### src/hw/rtl/keyed_fixed_window_rate_limiter_top_defines.svh
// ----------------------------------------------------------------------------
// Keyed fixed-window rate limiter: assertion macros
// Shared property wrappers used by the assertion section of the top level.
// ----------------------------------------------------------------------------
`ifndef KEYED_FIXED_WINDOW_RATE_LIMITER_TOP_DEFINES_SVH
`define KEYED_FIXED_WINDOW_RATE_LIMITER_TOP_DEFINES_SVH

// Consequent must hold in the same cycle as the antecedent.
`define KFWRL_ASSERT_NOW(label, rstn, ante, cons, msg) \
    label: assert property (@(posedge aclk) disable iff (!(rstn)) (ante) |-> (cons)) \
        else $error(msg);

// Consequent must hold in the cycle after the antecedent.
`define KFWRL_ASSERT_NEXT(label, rstn, ante, cons, msg) \
    label: assert property (@(posedge aclk) disable iff (!(rstn)) (ante) |=> (cons)) \
        else $error(msg);

`endif

### src/hw/rtl/kfwrl_ram.sv
// ----------------------------------------------------------------------------
// kfwrl_ram
// Generic simple dual-port RAM with one write port and a registered read.
// ----------------------------------------------------------------------------
module kfwrl_ram #(
    parameter int WIDTH = 8,
    parameter int DEPTH = 16
) (
    input  logic                                           aclk,
    input  logic                                           wr_en,
    input  logic [((DEPTH > 1) ? $clog2(DEPTH) : 1)-1:0]   wr_addr,
    input  logic [WIDTH-1:0]                               wr_data,
    input  logic                                           rd_en,
    input  logic [((DEPTH > 1) ? $clog2(DEPTH) : 1)-1:0]   rd_addr,
    output logic [WIDTH-1:0]                               rd_data
);

    logic [WIDTH-1:0] mem [DEPTH];

    always_ff @(posedge aclk) begin
        if (wr_en) begin
            mem[wr_addr] <= wr_data;
        end
        if (rd_en) begin
            rd_data <= mem[rd_addr];
        end
    end

endmodule

### config.mk
export PLATFORM = sky130hd
export DESIGN_NAME = kfwrl_ram
export DESIGN_NICKNAME = d
export VERILOG_FILES = /design/src/hw/rtl/keyed_fixed_window_rate_limiter_top_defines.svh /design/src/hw/rtl/kfwrl_ram.sv
export SDC_FILE = /design/constraint.sdc
export NUM_CORES = 1
export LEC_CHECK = 0
export BUFFER_PORTS_ARGS = -buffer_cell sky130_fd_sc_hd__buf_2
export CORE_ASPECT_RATIO = 1.75
export CORE_MARGIN = 8
export CORE_UTILIZATION = 55
export CTS_CLUSTER_DIAMETER = 60
export DETAILED_ROUTE_END_ITERATION = 7
export GPL_ROUTABILITY_DRIVEN = 1
export PLACE_DENSITY = 0.73
export SLEW_MARGIN = 10
export SYNTH_ARGS = -nofsm -noshare
export SYNTH_HDL_FRONTEND = slang
export SYNTH_SLANG_ARGS = --single-unit
### constraint.sdc
create_clock -name aclk -period 5.95 [get_ports aclk]
set_input_delay 1.19 -clock aclk [delete_from_list [all_inputs] [get_ports aclk]]
set_output_delay 1.19 -clock aclk [all_outputs]
set_load 0.01 [all_outputs]
======== Word-level counts from Yosys, hierarchy flattened ========
Memories as Yosys holds them, arrays and structs flattened. A register that Yosys moved wholly into a read port is not among the register bits.
Cells that the tools add are included.
cells by class
  multiplexer cells ....................... 2
operators by type and width
  cell              count
  1-bit 2-to-1 mux  2
word-level totals
  bits in registers ....................... 0
  bits in writable memories ............... 128
  output and inout bits ................... 8
  word-level logic and storage cells ...... 3
  memories kept ........................... 1
memories
  memory  words  bits a word  rd ports  clocked after memory_dff  write ports  RTL line         text
  mem     16     8            1         1                         1            kfwrl_ram.sv:18  logic [WIDTH-1:0] mem [DEPTH];

======== Logic depth before layout (Yosys ltp) ========
Gate-level depths: netlist of run 1.
  word-level depth ........................ 2
  mapped depth ............................ 5
  gate-level depth less buffers ........... 3

======== Least setup slack after synthesis of run 1 ========
No wires, ideal clock.
  path type ............................... in2reg
  start point ............................. input wr_addr[2] (netlist name)
  end point ............................... memory mem[0][0], enable pin
  data arrival time ....................... 2.300 ns
  data required time ...................... 5.567 ns
  path slack .............................. 3.267 ns
  stages on the path ...................... 2
  buffers on the path ..................... 0
  cell sequence ........................... or3b_2 > nor3_1
RTL lines
  element          RTL line         text
  start, declared  kfwrl_ram.sv:11  input logic [((DEPTH > 1) ? $clog2(DEPTH) : 1)-1:0] wr_addr,
  end, declared    kfwrl_ram.sv:18
No word-level cell before the write port.

==> out/qor.yml, run 1 <==
status: "completed"
path_max_fanout: 32
hold_end: "rd_data[2]"
initial_core_util_pct: 55.9
core_area_sq_um: 9350
wl_microns: 9650
total_power_mw: 2.24
synthTopCellsByArea: "edfxtp_1 (78%), mux4_2 (7.8%), mux4_1 (7.0%)"
cts.path.max_buffers: 2
drv_slew: 0
synthesis.nets: 248
critPathKind: "input port to flop"
clk_latency_ns: 0.41
yosysMostFrequentCell: "edfxtp_1"
n_antenna_cell: 0
worstPathCellList: "buf_2 -> mux4_1 -> a22oi_1 -> nand2_1"
rsz0062_at_grt: "false"
antenna_found_initial: 0
max_stage_delay_ns: 0.76
cts_resized: 0
die_y_microns: 145
peakVddDrop_mv: 0.262
relSlewSlack_pct: 29.9
synth_edf_count: 136
r2r-end: "rd_data[1]"
ff2ff_setup_slack_ns: 4.44
yosysWarnings: 0
timing.final.hold_violations: 0
synth_top_area_cell: "edfxtp_1"
timing.final.ws_setup_ns: 3.06
cp.arrival_ns: 3.04
p_per_area_nw_per_um2: 370
pre_cts_ws_ns: 2.61
holdBufCountCts: 0
syn_to_final_growth_pct: 16.0
path_buf_inv: 1
grt_pass1_wl_microns: 14800
cp.required_ns: 6.10
period_minus_slack_ns: 2.89
max_cap_viol_count: 0
min_period_over_period_pct: 48.5
start_kind: "input port"
port_buffers: 26
final_antenna_net_count: 0
drt_iter0_markers: 244
dp_hpwl_microns: 6260
drc: 0
cts_sinks: 136
die-area_sq_um: 13000
synth.distinct_cells: 18
rows: 47
grt_usage_pct: 16.4
cp_top_family: "buffers and inverters"
tightestPinTransition_ns: 1.05
grt_pass1_vias: 2536
cts_tree: "yes"
grt_max_degree: 33
fmax_mhz: 346
reg2regPathDepth: 3
cts_setup_buffers: 0
ys_ff_latch: 136
tns_ns: 0
power.leakage_nw: 2.02
drive_gt1_share_pct: 28.2
numCtsBuffers: 17
htree_num_levels: 4
finalClockSkew_ns: 0.00702
r2r-start: "mem[0][1]"
syn_avg_cell_area_sq_um: 22.8
synth_top_area_share_pct: 78.1
post-route-util_pct: 64.8
cp_slowest_cell: "buf_2"
clk_pin_slew_worst_paths_ns: 0.06
overflow: 0
syn_area_sq_um: 5230
vias_per_cell: 5.95
dieWidth_microns: 89.7
whs_path_depth: 3
setup_viol: 0
via_count: 2391
wire_per_inst_microns: 24.0
nets: 286
min_path_type: "flop to flop"
yosys-top-cells-count: "edfxtp_1 (136), mux4_2 (18), a22oi_1 (16)"
async_reset_ff_share_pct: 0
min_from: "mem[15][2]"
io_pins: 27
synth-seq-area-share_pct: 78.1
gp_congestion: 0.712
drt_first_pass_iters: 4
ys.flop_type: "edfxtp_1"
worst_setup_path_end_kind: "flop"
cts-root-buf: "clkbuf_16"
synthesis.instances: 229
## sequential cells by signal (all words and copies together), names as in the netlist
name and cells:
rd_data 8, mem 128
## final cells by class
cell class                 instances  area (sq um)
fill                             600          3290
tap                              122           153
sequential                       136          4080
timing repair buffer              29           153
clock buffer                      18           429
multi-input combinational         83          1060
clock inverter                    14           181
## layout by cell type (no fill, tap or decap), drive strengths merged
master | synthesis | routed
clkinv | 0 | 8
nand3 | 1 | 1
buf | 7 | 29
clkinvlp | 0 | 2
clkbuf | 0 | 18
or3b | 1 | 1
edfxtp | 136 | 136
a22oi | 16 | 16
and2b | 1 | 1
nand3b | 2 | 2
nor2 | 13 | 13
bufinv | 0 | 4
nor3 | 4 | 4
nor2b | 1 | 1
nand2 | 9 | 9
nand2b | 2 | 2
mux4 | 32 | 32
and2 | 1 | 1
## report_power, final
part           switching (mW)  internal (mW)  total, mW  leakage, nW
logic                  0.0549         0.0376     0.0925        0.490
registers             0.00518           1.08       1.09         1.24
clock network           0.368          0.696       1.06        0.297
total                   0.428           1.81       2.24         2.02
## worst register-to-register path: stages (launching register included)
cell and delay, ns:
edfxtp_1 0.38, mux4_1 0.53, a22oi_1 0.27, nand2_1 0.09
## worst max-delay path by stage
stage	cells past startpoint	slack, ns	start	end
floorplan	2	3.27	wr_addr[2]	mem[0][0]
finish	4	3.06	rd_addr[0]	rd_data[1]
global placement	4	2.63	rd_addr[0]	rd_data[1]
detailed placement	4	2.61	rd_addr[0]	rd_data[1]
CTS	4	3.05	rd_addr[0]	rd_data[1]
global route	4	2.95	rd_addr[0]	rd_data[1]
## cell families (layout without fill, tap and decap cells)
group,count (synthesis),after routing,synth area share (%)
buffers and inverters,10,61,1.65
AND/OR/NAND/NOR,35,35,3.14
flip-flops,136,136,78.1
AO/OA/AOI/OAI,16,16,2.30
multiplexers,32,32,14.8
## layer usage
layer / vias to the layer above / wire length [microns] / track usage [%]
met2: 81 / 5340 / 27.0
met1: 1243 / 3650 / 18.9
met4: 0 / 115 / 6.96
met3: 9 / 545 / 5.26
li1: 1058 / - / -
met5: - / 0 / 0
## stage by stage
stage | std cells | area [sq um] | hold slack (ns)
3_3_place_gp | 370 | 5450 | 0.721
6_report | 402 | 6060 | 0.746
2_1_floorplan | 229 | 5230 | 0.705
3_5_place_dp | 370 | 5450 | 0.739
5_1_grt | 402 | 6060 | 0.792
4_1_cts | 402 | 6060 | 0.752
Note: power is estimated with default switching activity, not from simulation.
==> inputs of run 2 (changes only) <==
Settings changed: ABC_AREA from default to 1, PLACE_DENSITY 0.73 to 0.75.
Clock period 5.95 ns to 2.5 ns, I/O delays scaled along.
==> run 2 against run 1 <==
Against the previous run: critical path depth is 2 higher; largest cell class unchanged; final cell count up 79%; via count increased by 64%.
==> out/qor.yml, run 2 <==
cts_resized: 0
synth_top_area_share_pct: 69.8
top_register: "mem"
vias_per_cell: 5.47
dp.cells: 686
cts.path.max_buffers: 2
port_buffers: 26
wire_per_inst_microns: 19.0
wl_met2_microns: 7080
path_max_fanout: 33
htree_num_levels: 4
p_per_area_nw_per_um2: 811
antenna_found_initial: 0
tightestPinTransition_ns: 0.786
yosysMostFrequentCell: "nand2_1"
synthesis.nets: 570
syn_avg_cell_area_sq_um: 10.6
yosys-top-cells-count: "nand2_1 (173), edfxtp_1 (136), inv_1 (100)"
peakVddDrop_mv: 0.581
cp_slowest_cell: "buf_2"
yosysWarnings: 0
gp_congestion: 0.958
drv_slew: 0
cts_sinks: 136
worstPathCellList: "buf_2 -> inv_2 -> nand3_1 -> nand3_1 -> nand3_1 -> nand2_1"
power.leakage_nw: 2.83
cpMostUsedCell: "nand3_1"
synth_edf_count: 136
synth-seq-area-share_pct: 69.8
cp.required_ns: 2.67
numCtsBuffers: 17
holdBufCountCts: 0
max_stage_delay_ns: 0.48
dp_hpwl_microns: 8860
cts_setup_buffers: 0
stdcell_area_sq_um: 6590
grt_pass1_vias: 3913
final_common_cell: "nand2_1"
ys_ff_latch: 136
relSlewSlack_pct: 47.4
cts_tree: "yes"
status: "completed"
rows: 50
cp.arrival_ns: 1.90
io_pins: 27
synthTopCellsByArea: "edfxtp_1 (70%), nand2_1 (11%), nand3_1 (8.3%)"
die_y_microns: 152
period_minus_slack_ns: 1.73
finalClockSkew_ns: 0.00613
wl_met3_microns: 780
overflow: 0
timing.final.hold_violations: 0
cts-root-buf: "clkbuf_16"
drc: 0
core_area_sq_um: 10500
pre_cts_ws_ns: 0.411
grt_max_degree: 52
clk_latency_ns: 0.41
final_antenna_net_count: 0
via_count: 3930
reg.largest.list: "mem x128, rd_data x8"
total_power_mw: 5.35
rsz0062_at_grt: "false"
wl_microns: 13600
syn_to_final_growth_pct: 12.8
drt_iter0_markers: 347
grt_pass1_wl_microns: 21000
synthesis.instances: 551
mostFrequentLayoutCells: "nand2_1 (173), edfxtp_1 (136), inv_1 (100), nand3_1 (97), buf_2 (26)"
min_path_type: "input port to flop"
drt-met1-wl_microns: 4900
top_layer: "met4"
n_antenna_cell: 0
min_period_over_period_pct: 69.2
r2r-end: "rd_data[0]"
drt_first_pass_iters: 5
synth_top_area_cell: "edfxtp_1"
max_cap_viol_count: 0
ff2ff_setup_slack_ns: 1.34
timing.final.ws_setup_ns: 0.769
synth.distinct_cells: 11
clk_pin_slew_worst_paths_ns: 0.06
setup_viol: 0
tns_ns: 0
die-area_sq_um: 14300
cp-endpoint: "rd_data[7]"
dieWidth_microns: 93.9
critPathKind: "input port to flop"
worst_setup_path_end_kind: "flop"
start_kind: "input port"
largest_reg_flops: 128
reg2regPathDepth: 6
postPlaceCellArea_sq_um: 6010
async_reset_ff_share_pct: 0
nets: 594
initial_core_util_pct: 55.6
syn_area_sq_um: 5850
ys.flop_type: "edfxtp_1"
final_cells: 718
fmax_mhz: 578
fillers: 828
startpoint: "rd_addr[1]"
r2r-start: "mem[1][0]"
drive_gt1_share_pct: 9.86
grt_usage_pct: 20.1
-- run 2: changes by cell type after synthesis, moves of 4 or more --
cell	delta
nor2_1	+4
nand2_1	+164
nor3_1	-4
mux4_2	-18
a22oi_1	-16
inv_1	+100
buf_2	+10
mux4_1	-14
nand3_1	+96
-- run 2: worst min path at each step --
stage	startpoint	end	slack, ns	cells past startpoint
finish	rd_en	rd_data[5]	0.44	1
global route	rd_en	rd_data[5]	0.43	1
CTS	rd_en	rd_data[5]	0.43	1
detailed placement	mem[2][6]	rd_data[6]	0.74	6
global placement	mem[12][5]	rd_data[5]	0.73	6
floorplan	wr_data[0]	mem[0][0]	0.60	0
-- run 2: cells by family (layout without fill, tap and decap cells) --
kind of cell	after synthesis	in the layout	share of synthesized area (%)
simple gates	289	289	20.8
flops	136	136	69.8
buf+inv	126	163	9.39
-- run 2: power breakdown --
part / total (mW) / switching [mW] / leakage (nW) / internal [mW]
clock: 2.46 / 0.905 / 0.280 / 1.55
sequential: 2.58 / 0.0146 / 1.24 / 2.57
combinational: 0.307 / 0.226 / 1.31 / 0.0811
-- run 2: area by class of cell --
type                    instances  area, sq um  share of cell area (%)
repair buffers                 29          165                    2.50
clock buffers                  18          429                    6.51
clock inverters                14          156                    2.37
inverters                     102          383                    5.81
well taps                     130          163                    2.47
flip-flops and latches        136         4080                    61.9
multi-input cells             289         1210                    18.4
-- run 2: layer usage --
layer | global-route usage, % | up-vias
li1 | - | 1825
met1 | 21.7 | 1861
met2 | 32.9 | 178
met3 | 5.08 | 66
met4 | 14.5 | 0
met5 | 0 | -
-- run 2: critical path: cells and delay by family --
family                 cells  cell delay, ns
AND/OR/NAND/NOR            4            0.52
buffers and inverters      2            0.87
-- run 2: per-stage QoR --
stage	hold WS [ns]	utilization (%)
after floorplan	0.599	-
after CTS	0.431	62.7
after global placement	0.732	57.2
after detailed placement	0.742	57.2
final	0.438	62.7
after global routing	0.431	62.7
