<file path="src/hw/rtl/keyed_fixed_window_rate_limiter_top_defines.svh">
// ----------------------------------------------------------------------------
// Keyed fixed-window rate limiter: assertion macros
// Shared property wrappers used by the assertion section of the top level.
// ----------------------------------------------------------------------------
`ifndef KEYED_FIXED_WINDOW_RATE_LIMITER_TOP_DEFINES_SVH
`define KEYED_FIXED_WINDOW_RATE_LIMITER_TOP_DEFINES_SVH

// Consequent must hold in the same cycle as the antecedent.
`define KFWRL_ASSERT_NOW(label, rstn, ante, cons, msg) \
    label: assert property (@(posedge aclk) disable iff (!(rstn)) (ante) |-> (cons)) \
        else $error(msg);

// Consequent must hold in the cycle after the antecedent.
`define KFWRL_ASSERT_NEXT(label, rstn, ante, cons, msg) \
    label: assert property (@(posedge aclk) disable iff (!(rstn)) (ante) |=> (cons)) \
        else $error(msg);

`endif

</file>
<file path="src/hw/rtl/kfwrl_pkg.sv">
// ----------------------------------------------------------------------------
// kfwrl_pkg
// Types, sizes and codes shared by the keyed fixed-window rate limiter.
// ----------------------------------------------------------------------------
package kfwrl_pkg;

    localparam int TABLE_DEPTH = 64;
    localparam int KEY_BITS    = 64;

    localparam int IDX_W  = (TABLE_DEPTH > 1) ? $clog2(TABLE_DEPTH) : 1;
    localparam int FILL_W = $clog2(TABLE_DEPTH + 1);
    localparam int CNT_W  = 17;
    localparam int LIM_W  = 16;
    localparam int TIME_W = 40;

    // Operation codes of an input word.
    localparam logic [1:0] OP_REQUEST  = 2'd0;
    localparam logic [1:0] OP_ADD_USER = 2'd1;
    localparam logic [1:0] OP_TICK     = 2'd2;
    localparam logic [1:0] OP_UNUSED   = 2'd3;

    // Result status codes.
    localparam logic [2:0] ST_OK         = 3'd0;
    localparam logic [2:0] ST_NOTREADY   = 3'd1;
    localparam logic [2:0] ST_RATELIMIT  = 3'd2;
    localparam logic [2:0] ST_PROCESSED  = 3'd3;
    localparam logic [2:0] ST_TABLE_FULL = 3'd4;

    // Configuration register indexes.
    localparam logic [1:0] CFG_READY       = 2'd0;
    localparam logic [1:0] CFG_ADMIN_KEY_A = 2'd1;
    localparam logic [1:0] CFG_ADMIN_KEY_B = 2'd2;
    localparam logic [1:0] CFG_ADMIN_COUNT = 2'd3;

    typedef struct packed {
        logic [1:0]        operation;
        logic [63:0]       client_key;
        logic [TIME_W-1:0] now_seconds;
        logic [TIME_W-1:0] expiry_time;
        logic [LIM_W-1:0]  rate_limit;
    } in_word_t;

    typedef struct packed {
        logic [2:0]       status;
        logic [CNT_W-1:0] use_count;
    } out_word_t;

    // One row of the client table.
    typedef struct packed {
        logic [KEY_BITS-1:0] key;
        logic [TIME_W-1:0]   expiry;
        logic [LIM_W-1:0]    limit;
        logic [CNT_W-1:0]    count;
    } row_t;

    localparam int ROW_W = $bits(row_t);

    // Table RAM access from the sequencer.
    typedef struct packed {
        logic             rd_en;
        logic [IDX_W-1:0] rd_addr;
        logic             wr_en;
        logic [IDX_W-1:0] wr_addr;
        row_t             wr_data;
    } ram_req_t;

    // Configuration state seen by the sequencer.
    typedef struct packed {
        logic ready;
        logic admin_hit;
    } cfg_stat_t;

    // Sequencer status seen by the top level.
    typedef struct packed {
        logic              busy;
        logic [FILL_W-1:0] fill;
    } seq_stat_t;

endpackage

</file>
<file path="src/hw/rtl/kfwrl_cfg.sv">
// ----------------------------------------------------------------------------
// kfwrl_cfg
// Configuration registers and the administrator key match.
// ----------------------------------------------------------------------------
module kfwrl_cfg (
    input  logic                  aclk,
    input  logic                  aresetn,
    input  logic                  cfg_we,
    input  logic [1:0]            cfg_index,
    input  logic [63:0]           cfg_wdata,
    input  logic [63:0]           probe_key,
    output kfwrl_pkg::cfg_stat_t  cfg_stat
);

    logic        ready_reg;
    logic [63:0] admin_a_reg;
    logic [63:0] admin_b_reg;
    logic [1:0]  admin_count_reg;

    always_ff @(posedge aclk) begin
        if (!aresetn) begin
            ready_reg       <= 1'b0;
            admin_a_reg     <= '0;
            admin_b_reg     <= '0;
            admin_count_reg <= '0;
        end else if (cfg_we) begin
            unique case (cfg_index)
                kfwrl_pkg::CFG_READY:       ready_reg       <= cfg_wdata[0];
                kfwrl_pkg::CFG_ADMIN_KEY_A: admin_a_reg     <= cfg_wdata;
                kfwrl_pkg::CFG_ADMIN_KEY_B: admin_b_reg     <= cfg_wdata;
                kfwrl_pkg::CFG_ADMIN_COUNT: admin_count_reg <= cfg_wdata[1:0];
            endcase
        end
    end

    // A count of three behaves as two: bit 1 enables the second key.
    always_comb begin
        cfg_stat.ready     = ready_reg;
        cfg_stat.admin_hit =
            ((admin_count_reg != 2'd0) &&
             (probe_key[kfwrl_pkg::KEY_BITS-1:0] == admin_a_reg[kfwrl_pkg::KEY_BITS-1:0])) ||
            (admin_count_reg[1] &&
             (probe_key[kfwrl_pkg::KEY_BITS-1:0] == admin_b_reg[kfwrl_pkg::KEY_BITS-1:0]));
    end

endmodule

</file>
<file path="config.mk">
export PLATFORM = sky130hd
export DESIGN_NAME = kfwrl_cfg
export DESIGN_NICKNAME = d
export VERILOG_FILES = /design/src/hw/rtl/keyed_fixed_window_rate_limiter_top_defines.svh /design/src/hw/rtl/kfwrl_pkg.sv /design/src/hw/rtl/kfwrl_cfg.sv
export SDC_FILE = /design/constraint.sdc
export NUM_CORES = 1
export LEC_CHECK = 0
export BUFFER_PORTS_ARGS = -buffer_cell sky130_fd_sc_hd__buf_2
export CORE_MARGIN = 2
export CORE_UTILIZATION = 50
export DETAILED_ROUTE_END_ITERATION = 8
export PLACE_DENSITY = 0.74
export SETUP_SLACK_MARGIN = 0.02
export SYNTH_ARGS = -nofsm -noshare
export SYNTH_HDL_FRONTEND = slang
export SYNTH_SLANG_ARGS = --single-unit
</file>
<file path="constraint.sdc">
create_clock -name aclk -period 3.3 [get_ports aclk]
set_clock_uncertainty 0.1 [all_clocks]
set_input_delay 0.66 -clock aclk [delete_from_list [all_inputs] [get_ports aclk]]
set_output_delay 0.66 -clock aclk [all_outputs]
set_load 0.1 [all_outputs]
</file>
Yosys cells after proc, flatten, opt, wreduce, memory -nomap -nowiden
Index checks and enable logic that the tools add are counted.
{"block": "op_classes", "reduce_logical": 9, "n_eq_ne": 5}
{"op": "$eq A64 B64 Y1", "count": 2}
{"op": "$reduce_and A2 Y1", "count": 4}
{"op": "$eq A2 B2 Y1 const B", "count": 2}
{"op": "$eq A2 B1 Y1 const B", "count": 1}
{"op": "$logic_and A1 B1 Y1", "count": 2}
{"op": "$logic_not A2 Y1", "count": 1}
{"op": "$reduce_bool A2 Y1", "count": 1}
{"op": "$logic_or A1 B1 Y1", "count": 1}
{"block": "word_totals", "wordCells": 18, "regBits": 131, "out_inout_bits": 2, "in_bits": 133}

Depth between registers and ports, before layout
{"block": "logic_depth", "word_depth": 3, "mapped_depth": 6, "depth_no_buf": 5}

Least setup slack after synthesis
No wires, ideal clock.
{"block": "synth_timing", "path_kind": "in2out", "from": "in probe_key[50]", "to": "out cfg_stat[0] (netlist bit)", "arrival_ps": 2268, "stages": 5, "setup_slack_ps": 272, "path_buffers": 0, "required_time_ps": 2540, "path_cell_list": "xor2_1 -> nor4_1 -> nand4_1 -> or3_1 -> o22ai_2"}
{"element": "from (decl)", "line_no": "kfwrl_cfg.sv:11", "rtl": "input logic [63:0] probe_key,"}
{"element": "to (decl)", "line_no": "kfwrl_cfg.sv:12", "rtl": "output kfwrl_pkg::cfg_stat_t cfg_stat"}

==> results by stage <==
Synthesis:
- The area share of the largest cell type after synthesis is 41.5%.
- Yosys mapped a number of flops with a built-in enable equal to 0.
- The synthesized area is 6320 µm².
- The flip-flop and latch count after synthesis is 131.
- The instance count of the mapped netlist is 764.
- The average footprint of a synthesized cell is 8.27 µm².
- In the synthesized netlist, the cells that appear most often are sky130_fd_sc_hd__nand2_1, sky130_fd_sc_hd__dfxtp_1, sky130_fd_sc_hd__a21boi_1, sky130_fd_sc_hd__xnor2_1.
- When the netlist entered floorplanning its net count stood at 897.
- The number of warnings reported in the yosys synthesis log is 0.
- The top cell type by total area after synthesis is sky130_fd_sc_hd__dfxtp_1.
- For this run, the leading register cell type out of synthesis is sky130_fd_sc_hd__dfxtp_1.
- Ranked by total cell area, the synthesized netlist is headed by sky130_fd_sc_hd__dfxtp_1, sky130_fd_sc_hd__nand2_1, sky130_fd_sc_hd__a21boi_1.
- The cell with the most instances after synthesis is sky130_fd_sc_hd__nand2_1.
- Sequential elements use 41.5% of the synthesized area.
- The number of different library cells in the post-synthesis netlist is 36.
- The share of synthesized flip-flops with an asynchronous set or reset is 0%.

Critical path:
- The number of buffers and inverters on the critical path is 2.
- At the worst endpoint, the required time is 2540 ps.
- The delay of the slowest critical-path stage is 400 ps.
- On the critical path the largest part of the delay comes from simple AND/OR/NAND/NOR gates.
- The type of the worst setup path is input port to output port.
- The launching element type of the critical path is an input port.
- The slowest stage cell on the critical path is sky130_fd_sc_hd__nor4_1.
- The maximum fanout count along the critical path is 2.
- At the worst endpoint, the arrival time is 2260 ps.
- The critical path runs through a total of 7 cells.
- The length in cells of the worst reg-to-reg path is 2.
- Traced cell by cell, the critical path runs through buf_2 -> xor2_1 -> nor4_1 -> nand4_1 -> or3_1 -> o22ai_2 -> buf_12.
- The worst setup path is captured at an output port.

Detailed routing:
- The first detailed-routing pass took 6 iterations.
- The detail route stage leaves a number of antenna-violating nets equal to 0.
- Summed over all layers, the routed wires come to 18,700 µm.
- The number of remaining DRC errors is 0.
- The routed via count divided by cell count is 5.34.
- The total number of vias is 5,701.
- The post-detailed-route wirelength per cell is 17.5 µm.
- The starting DRC count in detailed routing is 523.

STA:
- Measured against its own limit, the worst slew margin works out to 57.9%.
- In the finished design, the share of the clock period the worst path needs comes to 91.4%.
- For the pin with the worst max-slew slack, the measured transition is 631 ps.
- In the post-route analysis, the smallest setup slack over all paths is 282 ps.
- Setup violations remaining at the end of the flow were counted as 0.
- The shortest clock period the worst path allows after layout is 3020 ps.
- Setup repair after global routing left no endpoint under its margin.
- Adding up every negative setup slack in the final design gives 0 ps.
- The maximum operating frequency is 331 MHz.
- The hold violation count in the final report is 0.
- The count of pins over their slew limit is 0.

Global routing:
- The remaining global-route overflow is 0.
- The maximum number of pins on one net before global-route repair is 132.
- The first global-routing pass estimated 28,600 µm of wire.
- The number of antenna violations at the first check in global routing is 0.
- Global routing used 28.5% of the available tracks across all layers.
- The via count of the first global-routing pass is 5,352.

Clocking:
- The number of gates resized after CTS was 0.
- The number of hold buffers added after cts is 0.
- The buffer cell driving the clock tree root is sky130_fd_sc_hd__clkbuf_16.
- The buffers inserted during post-CTS setup optimization is 0.
- The TritonCTS clock tree is yes.
- The clock-pin slew on the worst setup and hold paths is 60 ps.
- The clock reaches the later pin of the worst-skew pair after 420 ps.
- For this design, the sink count on the clock tree is 131.
- The H-tree depth is 4.
- The total clock buffers created by CTS is 17.
- The number of buffers between clock root and the deepest sink is 2.

Floorplan:
- The die covers 13,600 µm².
- The die extent in x is 116 µm.
- After floorplanning, the core was divided into 41 placement rows.
- For this configuration, the core starts out at a cell density of 50.7%.
- The area inside the core boundary is 12,500 µm².
- 135 I/O pins were placed.
- The die boundary height is 116 µm.

Worst hold path:
- The worst hold path was traced through 2 stages.
- The worst min-delay path class is flop to flop.

Pwr:
- For this design the ratio of total power to cell area is 543 nW/µm².
- The worst-case IR drop observed on VDD is 418 µV.
- For this design the static power due to leakage is 2.94 nW.

Finish:
- The total number of nets in the final design is 1,016.
- Cells with a size suffix above 1 make up 19.9% of the layout.
- The antenna diode count is 0.
- Relative to the synthesized area, the layout overhead comes to 23.2%.
- The number of standard cells in the layout, taps in and fillers out is 1,068.

Job:
- The reported max-cap violation count is 0.

Placement:
- The final weighted congestion in routability-driven placement is 0.933.
- Timing analysis after detailed placement gives a worst setup slack of 311 ps.
- After detailed placement, the design holds a cell count of 1,036.
- Buffers placed on the I/O ports in this run total 134.
- The post-detailed-placement half-perimeter wirelength is 13,400 µm.

Run status:
- The run finished with clean final reports.
-- layer usage --
layer	share of wire (%)	global-route usage [%]	routed length, µm	vias up
met4	2.2	9.37	406	0
met3	7.5	5.19	1410	34
met1	43	38.0	7990	2681
met2	48	46.9	8920	236
li1	-	-	-	2750
met5	0	0	0	-
-- cell families (layout without fill, tap and decap cells) --
family	count (synthesis)	after routing	synth area share [%]
buffers and inverters	60	192	4.06
xor gates and xnor gates	108	108	15.0
and+or+nand+nor	314	314	21.2
muxes	3	3	0.475
AOI/OAI and AO/OA	148	148	17.8
DFF	131	131	41.5
-- worst paths after layout --
path	startpoint	slack, ps	end
hold / removal	admin_b_reg[15]	350	admin_b_reg[15]
hold reg to reg	admin_b_reg[15]	350	admin_b_reg[15]
setup / recovery	probe_key[44]	280	cfg_stat[0]
setup reg to reg	admin_a_reg[19]	2520	admin_a_reg[19]
-- report_power, final --
part | internal, mW | switching [mW] | total [mW]
registers | 1.64 | 0.0352 | 1.67
clock network | 1.39 | 0.697 | 2.09
logic | 0.204 | 0.262 | 0.466
-- cells in the final DEF, fill, tap and decap left out, types with 2 or more instances in the layout --
| cell | n |
|---|---|
| sky130_fd_sc_hd__a21boi_1 | 128 |
| sky130_fd_sc_hd__a22oi_1 | 5 |
| sky130_fd_sc_hd__buf_12 | 4 |
| sky130_fd_sc_hd__buf_2 | 133 |
| sky130_fd_sc_hd__buf_4 | 5 |
| sky130_fd_sc_hd__bufinv_16 | 5 |
| sky130_fd_sc_hd__clkbuf_16 | 17 |
| sky130_fd_sc_hd__clkbuf_8 | 3 |
| sky130_fd_sc_hd__clkinv_2 | 6 |
| sky130_fd_sc_hd__dfxtp_1 | 131 |
| sky130_fd_sc_hd__inv_1 | 18 |
| sky130_fd_sc_hd__mux2i_1 | 3 |
| sky130_fd_sc_hd__nand2_1 | 257 |
| sky130_fd_sc_hd__nand2b_1 | 6 |
| sky130_fd_sc_hd__nand3_1 | 2 |
| sky130_fd_sc_hd__nand4_1 | 23 |
| sky130_fd_sc_hd__nor2b_1 | 3 |
| sky130_fd_sc_hd__nor3_1 | 4 |
| sky130_fd_sc_hd__nor4_1 | 9 |
| sky130_fd_sc_hd__o2111ai_1 | 2 |
| sky130_fd_sc_hd__o221ai_1 | 4 |
| sky130_fd_sc_hd__o22ai_1 | 2 |
| sky130_fd_sc_hd__o2bb2ai_1 | 2 |
| sky130_fd_sc_hd__xnor2_1 | 85 |
| sky130_fd_sc_hd__xor2_1 | 23 |
-- layout make-up --
| type | count | area [µm²] |
|---|---|---|
| Sequential cell | 131 | 2620 |
| Timing Repair Buffer | 142 | 783 |
| Clock buffer | 21 | 470 |
| Inverter | 18 | 67.6 |
| Clock inverter | 11 | 180 |
| Tap cell | 172 | 215 |
| Multi-Input combinational cell | 573 | 3450 |
| Fill cell | 1135 | 4680 |
-- through the flow --
| step | hold WS, ps | util (%) | power (mW) | instance area (µm²) |
|---|---|---|---|---|
| 6_report | 352 | 62.5 | 4.23 | 7780 |
| 5_1_grt | 378 | 62.5 | 4.36 | 7780 |
| 4_1_cts | 354 | 62.5 | 4.22 | 7780 |
| 3_5_place_dp | 346 | 57.2 | 2.16 | 7130 |
| 3_3_place_gp | 343 | 57.2 | 2.16 | 7130 |
| 2_1_floorplan | 335 | - | 1.94 | 6320 |
-- worst reg2reg max path: stages (launching register included) --
cell,delay [ps]
sky130_fd_sc_hd__dfxtp_1,390
sky130_fd_sc_hd__nand2_1,70
sky130_fd_sc_hd__a21boi_1,150
(Power assumes the default switching activity.)
