### src/hw/rtl/keyed_fixed_window_rate_limiter_top_defines.svh
// ----------------------------------------------------------------------------
// Keyed fixed-window rate limiter: assertion macros
// Shared property wrappers used by the assertion section of the top level.
// ----------------------------------------------------------------------------
`ifndef KEYED_FIXED_WINDOW_RATE_LIMITER_TOP_DEFINES_SVH
`define KEYED_FIXED_WINDOW_RATE_LIMITER_TOP_DEFINES_SVH

// Consequent must hold in the same cycle as the antecedent.
`define KFWRL_ASSERT_NOW(label, rstn, ante, cons, msg) \
    label: assert property (@(posedge aclk) disable iff (!(rstn)) (ante) |-> (cons)) \
        else $error(msg);

// Consequent must hold in the cycle after the antecedent.
`define KFWRL_ASSERT_NEXT(label, rstn, ante, cons, msg) \
    label: assert property (@(posedge aclk) disable iff (!(rstn)) (ante) |=> (cons)) \
        else $error(msg);

`endif

### src/hw/rtl/kfwrl_pkg.sv
// ----------------------------------------------------------------------------
// kfwrl_pkg
// Types, sizes and codes shared by the keyed fixed-window rate limiter.
// ----------------------------------------------------------------------------
package kfwrl_pkg;

    localparam int TABLE_DEPTH = 64;
    localparam int KEY_BITS    = 64;

    localparam int IDX_W  = (TABLE_DEPTH > 1) ? $clog2(TABLE_DEPTH) : 1;
    localparam int FILL_W = $clog2(TABLE_DEPTH + 1);
    localparam int CNT_W  = 17;
    localparam int LIM_W  = 16;
    localparam int TIME_W = 40;

    // Operation codes of an input word.
    localparam logic [1:0] OP_REQUEST  = 2'd0;
    localparam logic [1:0] OP_ADD_USER = 2'd1;
    localparam logic [1:0] OP_TICK     = 2'd2;
    localparam logic [1:0] OP_UNUSED   = 2'd3;

    // Result status codes.
    localparam logic [2:0] ST_OK         = 3'd0;
    localparam logic [2:0] ST_NOTREADY   = 3'd1;
    localparam logic [2:0] ST_RATELIMIT  = 3'd2;
    localparam logic [2:0] ST_PROCESSED  = 3'd3;
    localparam logic [2:0] ST_TABLE_FULL = 3'd4;

    // Configuration register indexes.
    localparam logic [1:0] CFG_READY       = 2'd0;
    localparam logic [1:0] CFG_ADMIN_KEY_A = 2'd1;
    localparam logic [1:0] CFG_ADMIN_KEY_B = 2'd2;
    localparam logic [1:0] CFG_ADMIN_COUNT = 2'd3;

    typedef struct packed {
        logic [1:0]        operation;
        logic [63:0]       client_key;
        logic [TIME_W-1:0] now_seconds;
        logic [TIME_W-1:0] expiry_time;
        logic [LIM_W-1:0]  rate_limit;
    } in_word_t;

    typedef struct packed {
        logic [2:0]       status;
        logic [CNT_W-1:0] use_count;
    } out_word_t;

    // One row of the client table.
    typedef struct packed {
        logic [KEY_BITS-1:0] key;
        logic [TIME_W-1:0]   expiry;
        logic [LIM_W-1:0]    limit;
        logic [CNT_W-1:0]    count;
    } row_t;

    localparam int ROW_W = $bits(row_t);

    // Table RAM access from the sequencer.
    typedef struct packed {
        logic             rd_en;
        logic [IDX_W-1:0] rd_addr;
        logic             wr_en;
        logic [IDX_W-1:0] wr_addr;
        row_t             wr_data;
    } ram_req_t;

    // Configuration state seen by the sequencer.
    typedef struct packed {
        logic ready;
        logic admin_hit;
    } cfg_stat_t;

    // Sequencer status seen by the top level.
    typedef struct packed {
        logic              busy;
        logic [FILL_W-1:0] fill;
    } seq_stat_t;

endpackage

### src/hw/rtl/kfwrl_seq.sv
// ----------------------------------------------------------------------------
// kfwrl_seq
// Sequencer: scans the client table through one key comparator, updates
// the matching row and holds the result word in an output register.
// ----------------------------------------------------------------------------
module kfwrl_seq (
    input  logic                  aclk,
    input  logic                  aresetn,
    input  kfwrl_pkg::cfg_stat_t  cfg_stat,
    input  logic                  s_valid,
    output logic                  s_ready,
    input  kfwrl_pkg::in_word_t   s_data,
    output logic                  m_valid,
    input  logic                  m_ready,
    output kfwrl_pkg::out_word_t  m_data,
    output kfwrl_pkg::ram_req_t   ram_req,
    input  kfwrl_pkg::row_t       ram_rd,
    output kfwrl_pkg::seq_stat_t  seq_stat
);

    localparam int IDX_W  = kfwrl_pkg::IDX_W;
    localparam int FILL_W = kfwrl_pkg::FILL_W;
    localparam int CNT_W  = kfwrl_pkg::CNT_W;
    localparam int LIM_W  = kfwrl_pkg::LIM_W;
    localparam int TIME_W = kfwrl_pkg::TIME_W;
    localparam int DEPTH  = kfwrl_pkg::TABLE_DEPTH;

    typedef enum logic [1:0] {
        S_IDLE,
        S_SEARCH,
        S_UPDATE,
        S_DONE
    } state_t;

    state_t                         state_reg,      state_next;
    logic [1:0]                     op_reg,         op_next;
    logic [kfwrl_pkg::KEY_BITS-1:0] key_reg,        key_next;
    logic [TIME_W-1:0]              now_reg,        now_next;
    logic [TIME_W-1:0]              expiry_reg,     expiry_next;
    logic [LIM_W-1:0]               limit_reg,      limit_next;
    logic [FILL_W-1:0]              scan_reg,       scan_next;
    logic                           pend_reg,       pend_next;
    logic [IDX_W-1:0]               pend_idx_reg,   pend_idx_next;
    logic [IDX_W-1:0]               hit_idx_reg,    hit_idx_next;
    logic [FILL_W-1:0]              fill_reg,       fill_next;
    logic [DEPTH-1:0]               cvalid_reg,     cvalid_next;
    logic [2:0]                     res_status_reg, res_status_next;
    logic [CNT_W-1:0]               res_count_reg,  res_count_next;
    logic                           m_valid_reg,    m_valid_next;
    kfwrl_pkg::out_word_t           m_data_reg,     m_data_next;

    logic             key_match;
    logic             scan_more;
    logic [CNT_W-1:0] cnt_eff;
    logic [CNT_W:0]   cnt_inc;
    logic [CNT_W-1:0] cnt_cap;
    logic [CNT_W-1:0] cnt_new;
    logic             over;

    // Shared compare unit: one table key per cycle against the held key.
    assign key_match = pend_reg && (ram_rd.key == key_reg);
    assign scan_more = (scan_reg < fill_reg);

    // A count whose window was cleared by a tick reads as zero.
    assign cnt_eff = cvalid_reg[hit_idx_reg] ? ram_rd.count : '0;
    assign cnt_inc = {1'b0, cnt_eff} + (CNT_W + 1)'(1);
    assign cnt_cap = {1'b0, ram_rd.limit} + CNT_W'(1);
    assign cnt_new = (cnt_inc > {1'b0, cnt_cap}) ? cnt_cap : cnt_inc[CNT_W-1:0];
    assign over    = (cnt_new > {1'b0, ram_rd.limit}) || (now_reg > ram_rd.expiry);

    always_comb begin
        state_next      = state_reg;
        op_next         = op_reg;
        key_next        = key_reg;
        now_next        = now_reg;
        expiry_next     = expiry_reg;
        limit_next      = limit_reg;
        scan_next       = scan_reg;
        pend_next       = pend_reg;
        pend_idx_next   = pend_idx_reg;
        hit_idx_next    = hit_idx_reg;
        fill_next       = fill_reg;
        cvalid_next     = cvalid_reg;
        res_status_next = res_status_reg;
        res_count_next  = res_count_reg;
        m_valid_next    = m_valid_reg;
        m_data_next     = m_data_reg;

        ram_req         = '0;
        ram_req.rd_addr = scan_reg[IDX_W-1:0];

        if (m_valid_reg && m_ready) begin
            m_valid_next = 1'b0;
        end

        unique case (state_reg)
            S_IDLE: begin
                if (s_valid) begin
                    op_next        = s_data.operation;
                    key_next       = s_data.client_key[kfwrl_pkg::KEY_BITS-1:0];
                    now_next       = s_data.now_seconds;
                    expiry_next    = s_data.expiry_time;
                    limit_next     = s_data.rate_limit;
                    res_count_next = '0;
                    priority if (s_data.operation == kfwrl_pkg::OP_TICK) begin
                        cvalid_next     = '0;
                        res_status_next = kfwrl_pkg::ST_OK;
                        state_next      = S_DONE;
                    end else if (s_data.operation == kfwrl_pkg::OP_UNUSED ||
                                 !cfg_stat.ready) begin
                        res_status_next = kfwrl_pkg::ST_NOTREADY;
                        state_next      = S_DONE;
                    end else if (s_data.operation == kfwrl_pkg::OP_REQUEST &&
                                 cfg_stat.admin_hit) begin
                        res_status_next = kfwrl_pkg::ST_OK;
                        state_next      = S_DONE;
                    end else begin
                        scan_next  = '0;
                        pend_next  = 1'b0;
                        state_next = S_SEARCH;
                    end
                end
            end

            S_SEARCH: begin
                priority if (key_match) begin
                    hit_idx_next = pend_idx_reg;
                    pend_next    = 1'b0;
                    state_next   = S_UPDATE;
                end else if (scan_more) begin
                    ram_req.rd_en = 1'b1;
                    pend_next     = 1'b1;
                    pend_idx_next = scan_reg[IDX_W-1:0];
                    scan_next     = scan_reg + FILL_W'(1);
                end else begin
                    pend_next  = 1'b0;
                    state_next = S_DONE;
                    priority if (op_reg == kfwrl_pkg::OP_REQUEST) begin
                        res_status_next = kfwrl_pkg::ST_RATELIMIT;
                    end else if (fill_reg == FILL_W'(DEPTH)) begin
                        res_status_next = kfwrl_pkg::ST_TABLE_FULL;
                    end else begin
                        // Rows are never freed, so the lowest free row is the fill count.
                        ram_req.wr_en          = 1'b1;
                        ram_req.wr_addr        = fill_reg[IDX_W-1:0];
                        ram_req.wr_data.key    = key_reg;
                        ram_req.wr_data.expiry = expiry_reg;
                        ram_req.wr_data.limit  = limit_reg;
                        ram_req.wr_data.count  = '0;
                        cvalid_next[fill_reg[IDX_W-1:0]] = 1'b1;
                        fill_next       = fill_reg + FILL_W'(1);
                        res_status_next = kfwrl_pkg::ST_PROCESSED;
                    end
                end
            end

            S_UPDATE: begin
                ram_req.wr_en   = 1'b1;
                ram_req.wr_addr = hit_idx_reg;
                cvalid_next[hit_idx_reg] = 1'b1;
                if (op_reg == kfwrl_pkg::OP_REQUEST) begin
                    ram_req.wr_data       = ram_rd;
                    ram_req.wr_data.count = cnt_new;
                    res_count_next        = cnt_new;
                    res_status_next       = over ? kfwrl_pkg::ST_RATELIMIT : kfwrl_pkg::ST_OK;
                end else begin
                    ram_req.wr_data.key    = ram_rd.key;
                    ram_req.wr_data.expiry = expiry_reg;
                    ram_req.wr_data.limit  = limit_reg;
                    ram_req.wr_data.count  = cnt_eff;
                    res_status_next        = kfwrl_pkg::ST_PROCESSED;
                end
                state_next = S_DONE;
            end

            S_DONE: begin
                if (!m_valid_reg || m_ready) begin
                    m_valid_next          = 1'b1;
                    m_data_next.status    = res_status_reg;
                    m_data_next.use_count = res_count_reg;
                    state_next            = S_IDLE;
                end
            end

            default: begin
                state_next = S_IDLE;
            end
        endcase
    end

    always_ff @(posedge aclk) begin
        if (!aresetn) begin
            state_reg   <= S_IDLE;
            pend_reg    <= 1'b0;
            fill_reg    <= '0;
            cvalid_reg  <= '0;
            m_valid_reg <= 1'b0;
        end else begin
            state_reg   <= state_next;
            pend_reg    <= pend_next;
            fill_reg    <= fill_next;
            cvalid_reg  <= cvalid_next;
            m_valid_reg <= m_valid_next;
        end
        op_reg         <= op_next;
        key_reg        <= key_next;
        now_reg        <= now_next;
        expiry_reg     <= expiry_next;
        limit_reg      <= limit_next;
        scan_reg       <= scan_next;
        pend_idx_reg   <= pend_idx_next;
        hit_idx_reg    <= hit_idx_next;
        res_status_reg <= res_status_next;
        res_count_reg  <= res_count_next;
        m_data_reg     <= m_data_next;
    end

    assign s_ready       = (state_reg == S_IDLE);
    assign m_valid       = m_valid_reg;
    assign m_data        = m_data_reg;
    assign seq_stat.busy = (state_reg != S_IDLE);
    assign seq_stat.fill = fill_reg;

endmodule

### config.mk
export PLATFORM = sky130hd
export DESIGN_NAME = kfwrl_seq
export DESIGN_NICKNAME = d
export VERILOG_FILES = /design/src/hw/rtl/keyed_fixed_window_rate_limiter_top_defines.svh /design/src/hw/rtl/kfwrl_pkg.sv /design/src/hw/rtl/kfwrl_seq.sv
export SDC_FILE = /design/constraint.sdc
export NUM_CORES = 1
export LEC_CHECK = 0
export ABC_AREA = 1
export BUFFER_PORTS_ARGS = -buffer_cell sky130_fd_sc_hd__buf_2
export CORE_ASPECT_RATIO = 0.6
export CORE_MARGIN = 3
export CORE_UTILIZATION = 40
export DETAILED_ROUTE_END_ITERATION = 8
export PLACE_DENSITY = 0.64
export SYNTH_ARGS = -nofsm -noshare
export SYNTH_HDL_FRONTEND = slang
export SYNTH_SLANG_ARGS = --single-unit
### constraint.sdc
create_clock -name aclk -period 7.8 [get_ports aclk]
set_clock_uncertainty 0.1 [all_clocks]
set_input_delay 1.17 -clock aclk [delete_from_list [all_inputs] [get_ports aclk]]
set_output_delay 1.17 -clock aclk [all_outputs]
set_load 0.01 [all_outputs]
Word-level counts from Yosys, hierarchy flattened
Cells that the tools add are included.
W data, S select, Z words.

storage, ports and cells
  bits in registers = 296
  bits in latches = 0
  memory bits (writable) = 0
  ROM bits = 0
  input bits = 305
  memories kept = 0

operators by class
  $add $sub $neg = 4
  $mul = 0
  div/mod/pow operators = 0
  magnitude comparators = 8
  equality and inequality tests = 21
  shift operators = 0
  mux-type cells = 61
  bitwise operators = 6
  reduce and logical (&&, ||, !) cells = 28

operators with widths
  cell                     count
  $mux W144                4
  $mux W64                 6
  $pmux W144 S2            1
  $pmux W64 S3             1
  $or A64 B64 Y64          2
  $mux W73                 1
  $mux W17                 4
  $eq A64 B64 Y1           1
  $mux W7                  6
  $gt A40 B40 Y1           1
  $pmux W17 S2             1
  $mux W3                  8
  $ne A2 B2 Y1 const B     11
  $add A17 B1 Y18 const B  1
  $gt A18 B17 Y1           1
  $mux W2                  9
  $add A16 B1 Y17 const B  1
  $gt A17 B16 Y1           1
  $reduce_and A5 Y1        3
  $add A7 B1 Y7 const B    2
  $lt A6 B7 Y1 const B     2
  $pmux W7 S2              1
  $reduce_and A7 Y1        2
  $mux W1                  13
  22 further kinds         45

Depth between registers and ports, before layout
  depth in word-level cells = 11
  mapped depth = 47

Worst setup path after synthesis
No wires, ideal clock.

  kind = input port to flip-flop
  from = in s_valid
  to = reg res_status_reg[0] (enable)
  library setup time = 345 ps
  arrival time = 5,655 ps
  required time = 7,355 ps
  slack = 1,700 ps
  cell stages on the path = 8
  buffers on the path = 2
  cells stage by stage = nand2_1 -> inv_1 -> a21oi_1 -> o21ai_0 -> clkbuf_1 -> clkbuf_1 -> nand2_1 -> nor3_1

on the way
  cells in the longest elaborated chain, start to end = 2

ends and longest elaborated chain
  element                      line              RTL
  from (decl)                  kfwrl_seq.sv:10   input logic s_valid,
  $ne A2 B2 Y1 (no line)       n/a
  $reduce_and A5 Y1 (no line)  n/a
  to (signal assigned)         kfwrl_seq.sv:213  res_status_reg <= res_status_next;
  to (decl)                    kfwrl_seq.sv:47   logic [2:0] res_status_reg, res_status_next;

No other way between the ends.
A chain may end at the register's enable or synchronous reset.

==> flow_metrics.env <==
export IMPL_finalCriticalPeriod_ns=7.25
export IMPL_total_power_w=0.00621
export IMPL_synth_seq_area_share_pct=44.4
export IMPL_ys_ff_latch=296
export IMPL_synth_cell_type_count=44
export IMPL_cp_end_kind="output pin"
export IMPL_grt_pass1_vias=17900
export IMPL_critPathKind="reg2out"
export IMPL_path_buf_inv=7
export IMPL_r2r_end="res_status_reg[1]$_DFFE_PP_"
export IMPL_synth_top_area_share_pct=36.2
export IMPL_cp_slowest_cell="edfxtp_1"
export IMPL_die_x_um=282
export IMPL_dr_pass1_iters=6
export IMPL_syn_inst=2325
export IMPL_hold_viol_final=0
export IMPL_required_ns=6.53
export IMPL_synth_avg_cell_area_um2=7.89
export IMPL_cts_tree="yes"
export IMPL_grt_usage_pct=31.2
export IMPL_fmax_ghz=0.138
export IMPL_rsz0062_at_grt="no"
export IMPL_wl_per_cell_um=23.0
export IMPL_worst_pin_slew_ns=1.15
export IMPL_pin_count=486
export IMPL_slew_headroom_pct=23.0
export IMPL_setup_violations_final=0
export IMPL_hold_start="res_count_reg[14]$_SDFFCE_PN0P_"
export IMPL_vias_per_cell=5.63
export IMPL_grt_pass1_wl_um=113000
export IMPL_dp_hpwl_um=60400
export IMPL_cts_sinks=296
export IMPL_worst_r2r_cell_count=41
export IMPL_hold_class="reg2reg"
export IMPL_ir_drop_mv=0.295
export IMPL_fin_crit_sh_pct=93.0
export IMPL_min_path_cells=0
export IMPL_insertion_delay_ns=0.63
export IMPL_setup_tns_ns=0
export IMPL_drc=0
export IMPL_gp_congestion=0.978
export IMPL_hold_end="m_data[14]$_DFFE_PP_"
export IMPL_critPathLaunchType="flip-flop"
export IMPL_synth_area_leader_cell="edfxtp_1"
export IMPL_io_buffers=485
export IMPL_holdBufCountCts=0
export IMPL_start_util_pct=40.7
export IMPL_layout_drive_gt1_share_pct=22.2
export IMPL_power_density_nw_per_um2=279
export IMPL_grt_max_degree=91
export IMPL_syn2layout_area_growth_pct=21.4
export IMPL_ys_warn_count=0
export IMPL_p_leak_nw=9.99
export IMPL_coreArea_um2=45000
export IMPL_reg2reg_from="hit_idx_reg[1]$_DFFE_PP_"
export IMPL_path_delay_family="simple AND/OR/NAND/NOR gates"
export IMPL_drt_wl_total_um=77700
export IMPL_maxCapViolations=0
export IMPL_die_area_um2=48600
export IMPL_ant_nets=0
export IMPL_max_stage_delay_ns=0.45
export IMPL_die_h_um=172
export IMPL_numCtsBuffers=30
export IMPL_root_buffer="clkbuf_16"
export IMPL_num_vias=19000
export IMPL_nNetsFinal=3139
export IMPL_htreeDepth=1
export IMPL_status="finished, final reports clean"
export IMPL_antenna_found_initial=19
export IMPL_slew_violations=0
export IMPL_r2r_slack_ns=0.95
export IMPL_cts_buffer_depth=3
export IMPL_synth_area_top_cells="edfxtp_1, nand2_1, dfxtp_1"
export IMPL_crit_arrival_ns=5.98
export IMPL_path_max_fanout=18
export IMPL_synth_nets=2718
export IMPL_grt_overflow=0
export IMPL_synth_area_um2=18300
export IMPL_cts_clk_slew_worst_paths_ns=0.07
export IMPL_num_rows=60
export IMPL_drt_iter0_drc=2179
==> cell families (layout without fill, tap and decap cells) <==
group | count (synthesis) | after routing | synth area share, %
buffers and inverters | 476 | 921 | 10.3
adders and majority gates | 88 | 88 | 6.00
AOI/OAI and AO/OA | 401 | 401 | 11.8
other | 0 | 21 | 0
and+or+nand+nor | 1028 | 1028 | 25.8
DFF | 296 | 296 | 44.4
xor gates and xnor gates | 36 | 36 | 1.72
==> stage by stage <==
stage          hold slack, ns  worst slack [ns]  utilization (%)  area (um^2)  std cells
5_1_grt                 0.325            0.0353             49.4        22300       3376
4_1_cts                 0.318            0.0847             49.2        22200       3356
2_1_floorplan           0.300              1.70                -        18300       2325
6_report                0.318             0.546             49.4        22300       3380
3_3_place_gp            0.302             0.749             47.1        21200       3300
3_5_place_dp            0.305             0.689             47.1        21200       3300
==> where the power goes <==
| part | total [W] | internal (W) | switching (W) |
|---|---|---|---|
| clock | 0.00146 | 0.000791 | 0.000668 |
| sequential | 0.00224 | 0.00209 | 0.000151 |
| combinational | 0.00251 | 0.000629 | 0.00188 |
==> worst max path at each step <==
stage / startpoint / depth (start not counted) / to / slack (ns)
global route: hit_idx_reg[1]$_DFFE_PP_ / 29 / ram_req[3] / 0.04
detailed placement: hit_idx_reg[1]$_DFFE_PP_ / 40 / res_status_reg[1]$_DFFE_PP_ / 0.69
floorplan: s_valid / 8 / res_status_reg[0]$_DFFE_PP_ / 1.70
finish: hit_idx_reg[1]$_DFFE_PP_ / 31 / ram_req[10] / 0.55
global placement: hit_idx_reg[2]$_DFFE_PP_ / 41 / res_status_reg[1]$_DFFE_PP_ / 0.75
CTS: hit_idx_reg[1]$_DFFE_PP_ / 28 / ram_req[3] / 0.08
==> area by class of cell <==
class                      instances  area [um^2]
antenna                           21         52.6
sequential                       296         8140
inverter                         355         1340
timing repair buffer             510         2630
multi-input combinational       1553         8400
clock inverter                    11         81.3
clock buffer                      45          890
fill                            4484        22800
tap                              589          737
==> synthesized netlist by cell type, drive strengths merged <==
master and number:
nor2 143, o22ai 57, clkbuf 81, a21boi 1
inv 349, o2111ai 3, xnor2 10, buf 40
or2 22, nand3 152, nand3b 3, nor3b 4
o21ai 53, nor4 16, xor2 26, ha 88
a211oi 2, clkinv 6, nor4b 1, a22oi 3
nand4 145, a21oi 259, a221oi 1, o31ai 5
o21bai 1, o21a 5, edfxtp 221, nand2 493
and3 2, or3 2, nor3 45, dfxtp 75
a31oi 3, o211ai 8
==> worst reg2reg max path: cells and delay by family, from the launching register on <==
family | cells | cell delay (ns)
flip-flops | 1 | 0.45
AO/OA/AOI/OAI | 10 | 1.55
XOR/XNOR | 1 | 0.23
AND/OR/NAND/NOR | 21 | 2.90
adder cells (fa/ha/maj) | 3 | 0.72
buffers and inverters | 6 | 0.72
==> cell usage in the layout, fill, tap and decap left out, types with 5 or more instances in the layout <==
master,count
nand3_1,140
nor2_1,129
o21a_1,5
xnor2_1,10
buf_2,485
nor4_1,16
nor3_1,44
clkbuf_1,9
nor2_2,8
dfxtp_1,75
or2_2,22
clkbuf_16,32
o22ai_1,57
nor2_4,6
a21oi_1,258
ha_1,86
nand3_2,12
clkinv_1,10
buf_4,24
nand2_1,490
o21ai_1,8
nand4_1,143
inv_1,346
edfxtp_1,221
xor2_1,26
o211ai_1,8
diode_2,21
o21ai_0,42
o31ai_1,5
==> what timing repair did <==
| item | in CTS | in global routing |
|---|---|---|
| endpoints found under the setup margin | 0 | 18 |
| buffers inserted | 0 | 3 |
| gates resized for setup | 0 | 4 |
==> layer usage <==
layer / part of all wire (%) / up-vias / GRT usage, %
met5: 0.014 / - / 0
met4: 4.0 / 2 / 12.0
met3: 11 / 145 / 7.50
met2: 42 / 1109 / 45.7
met1: 43 / 8988 / 44.6
li1: - / 8770 / -
(Power assumes the default switching activity.)
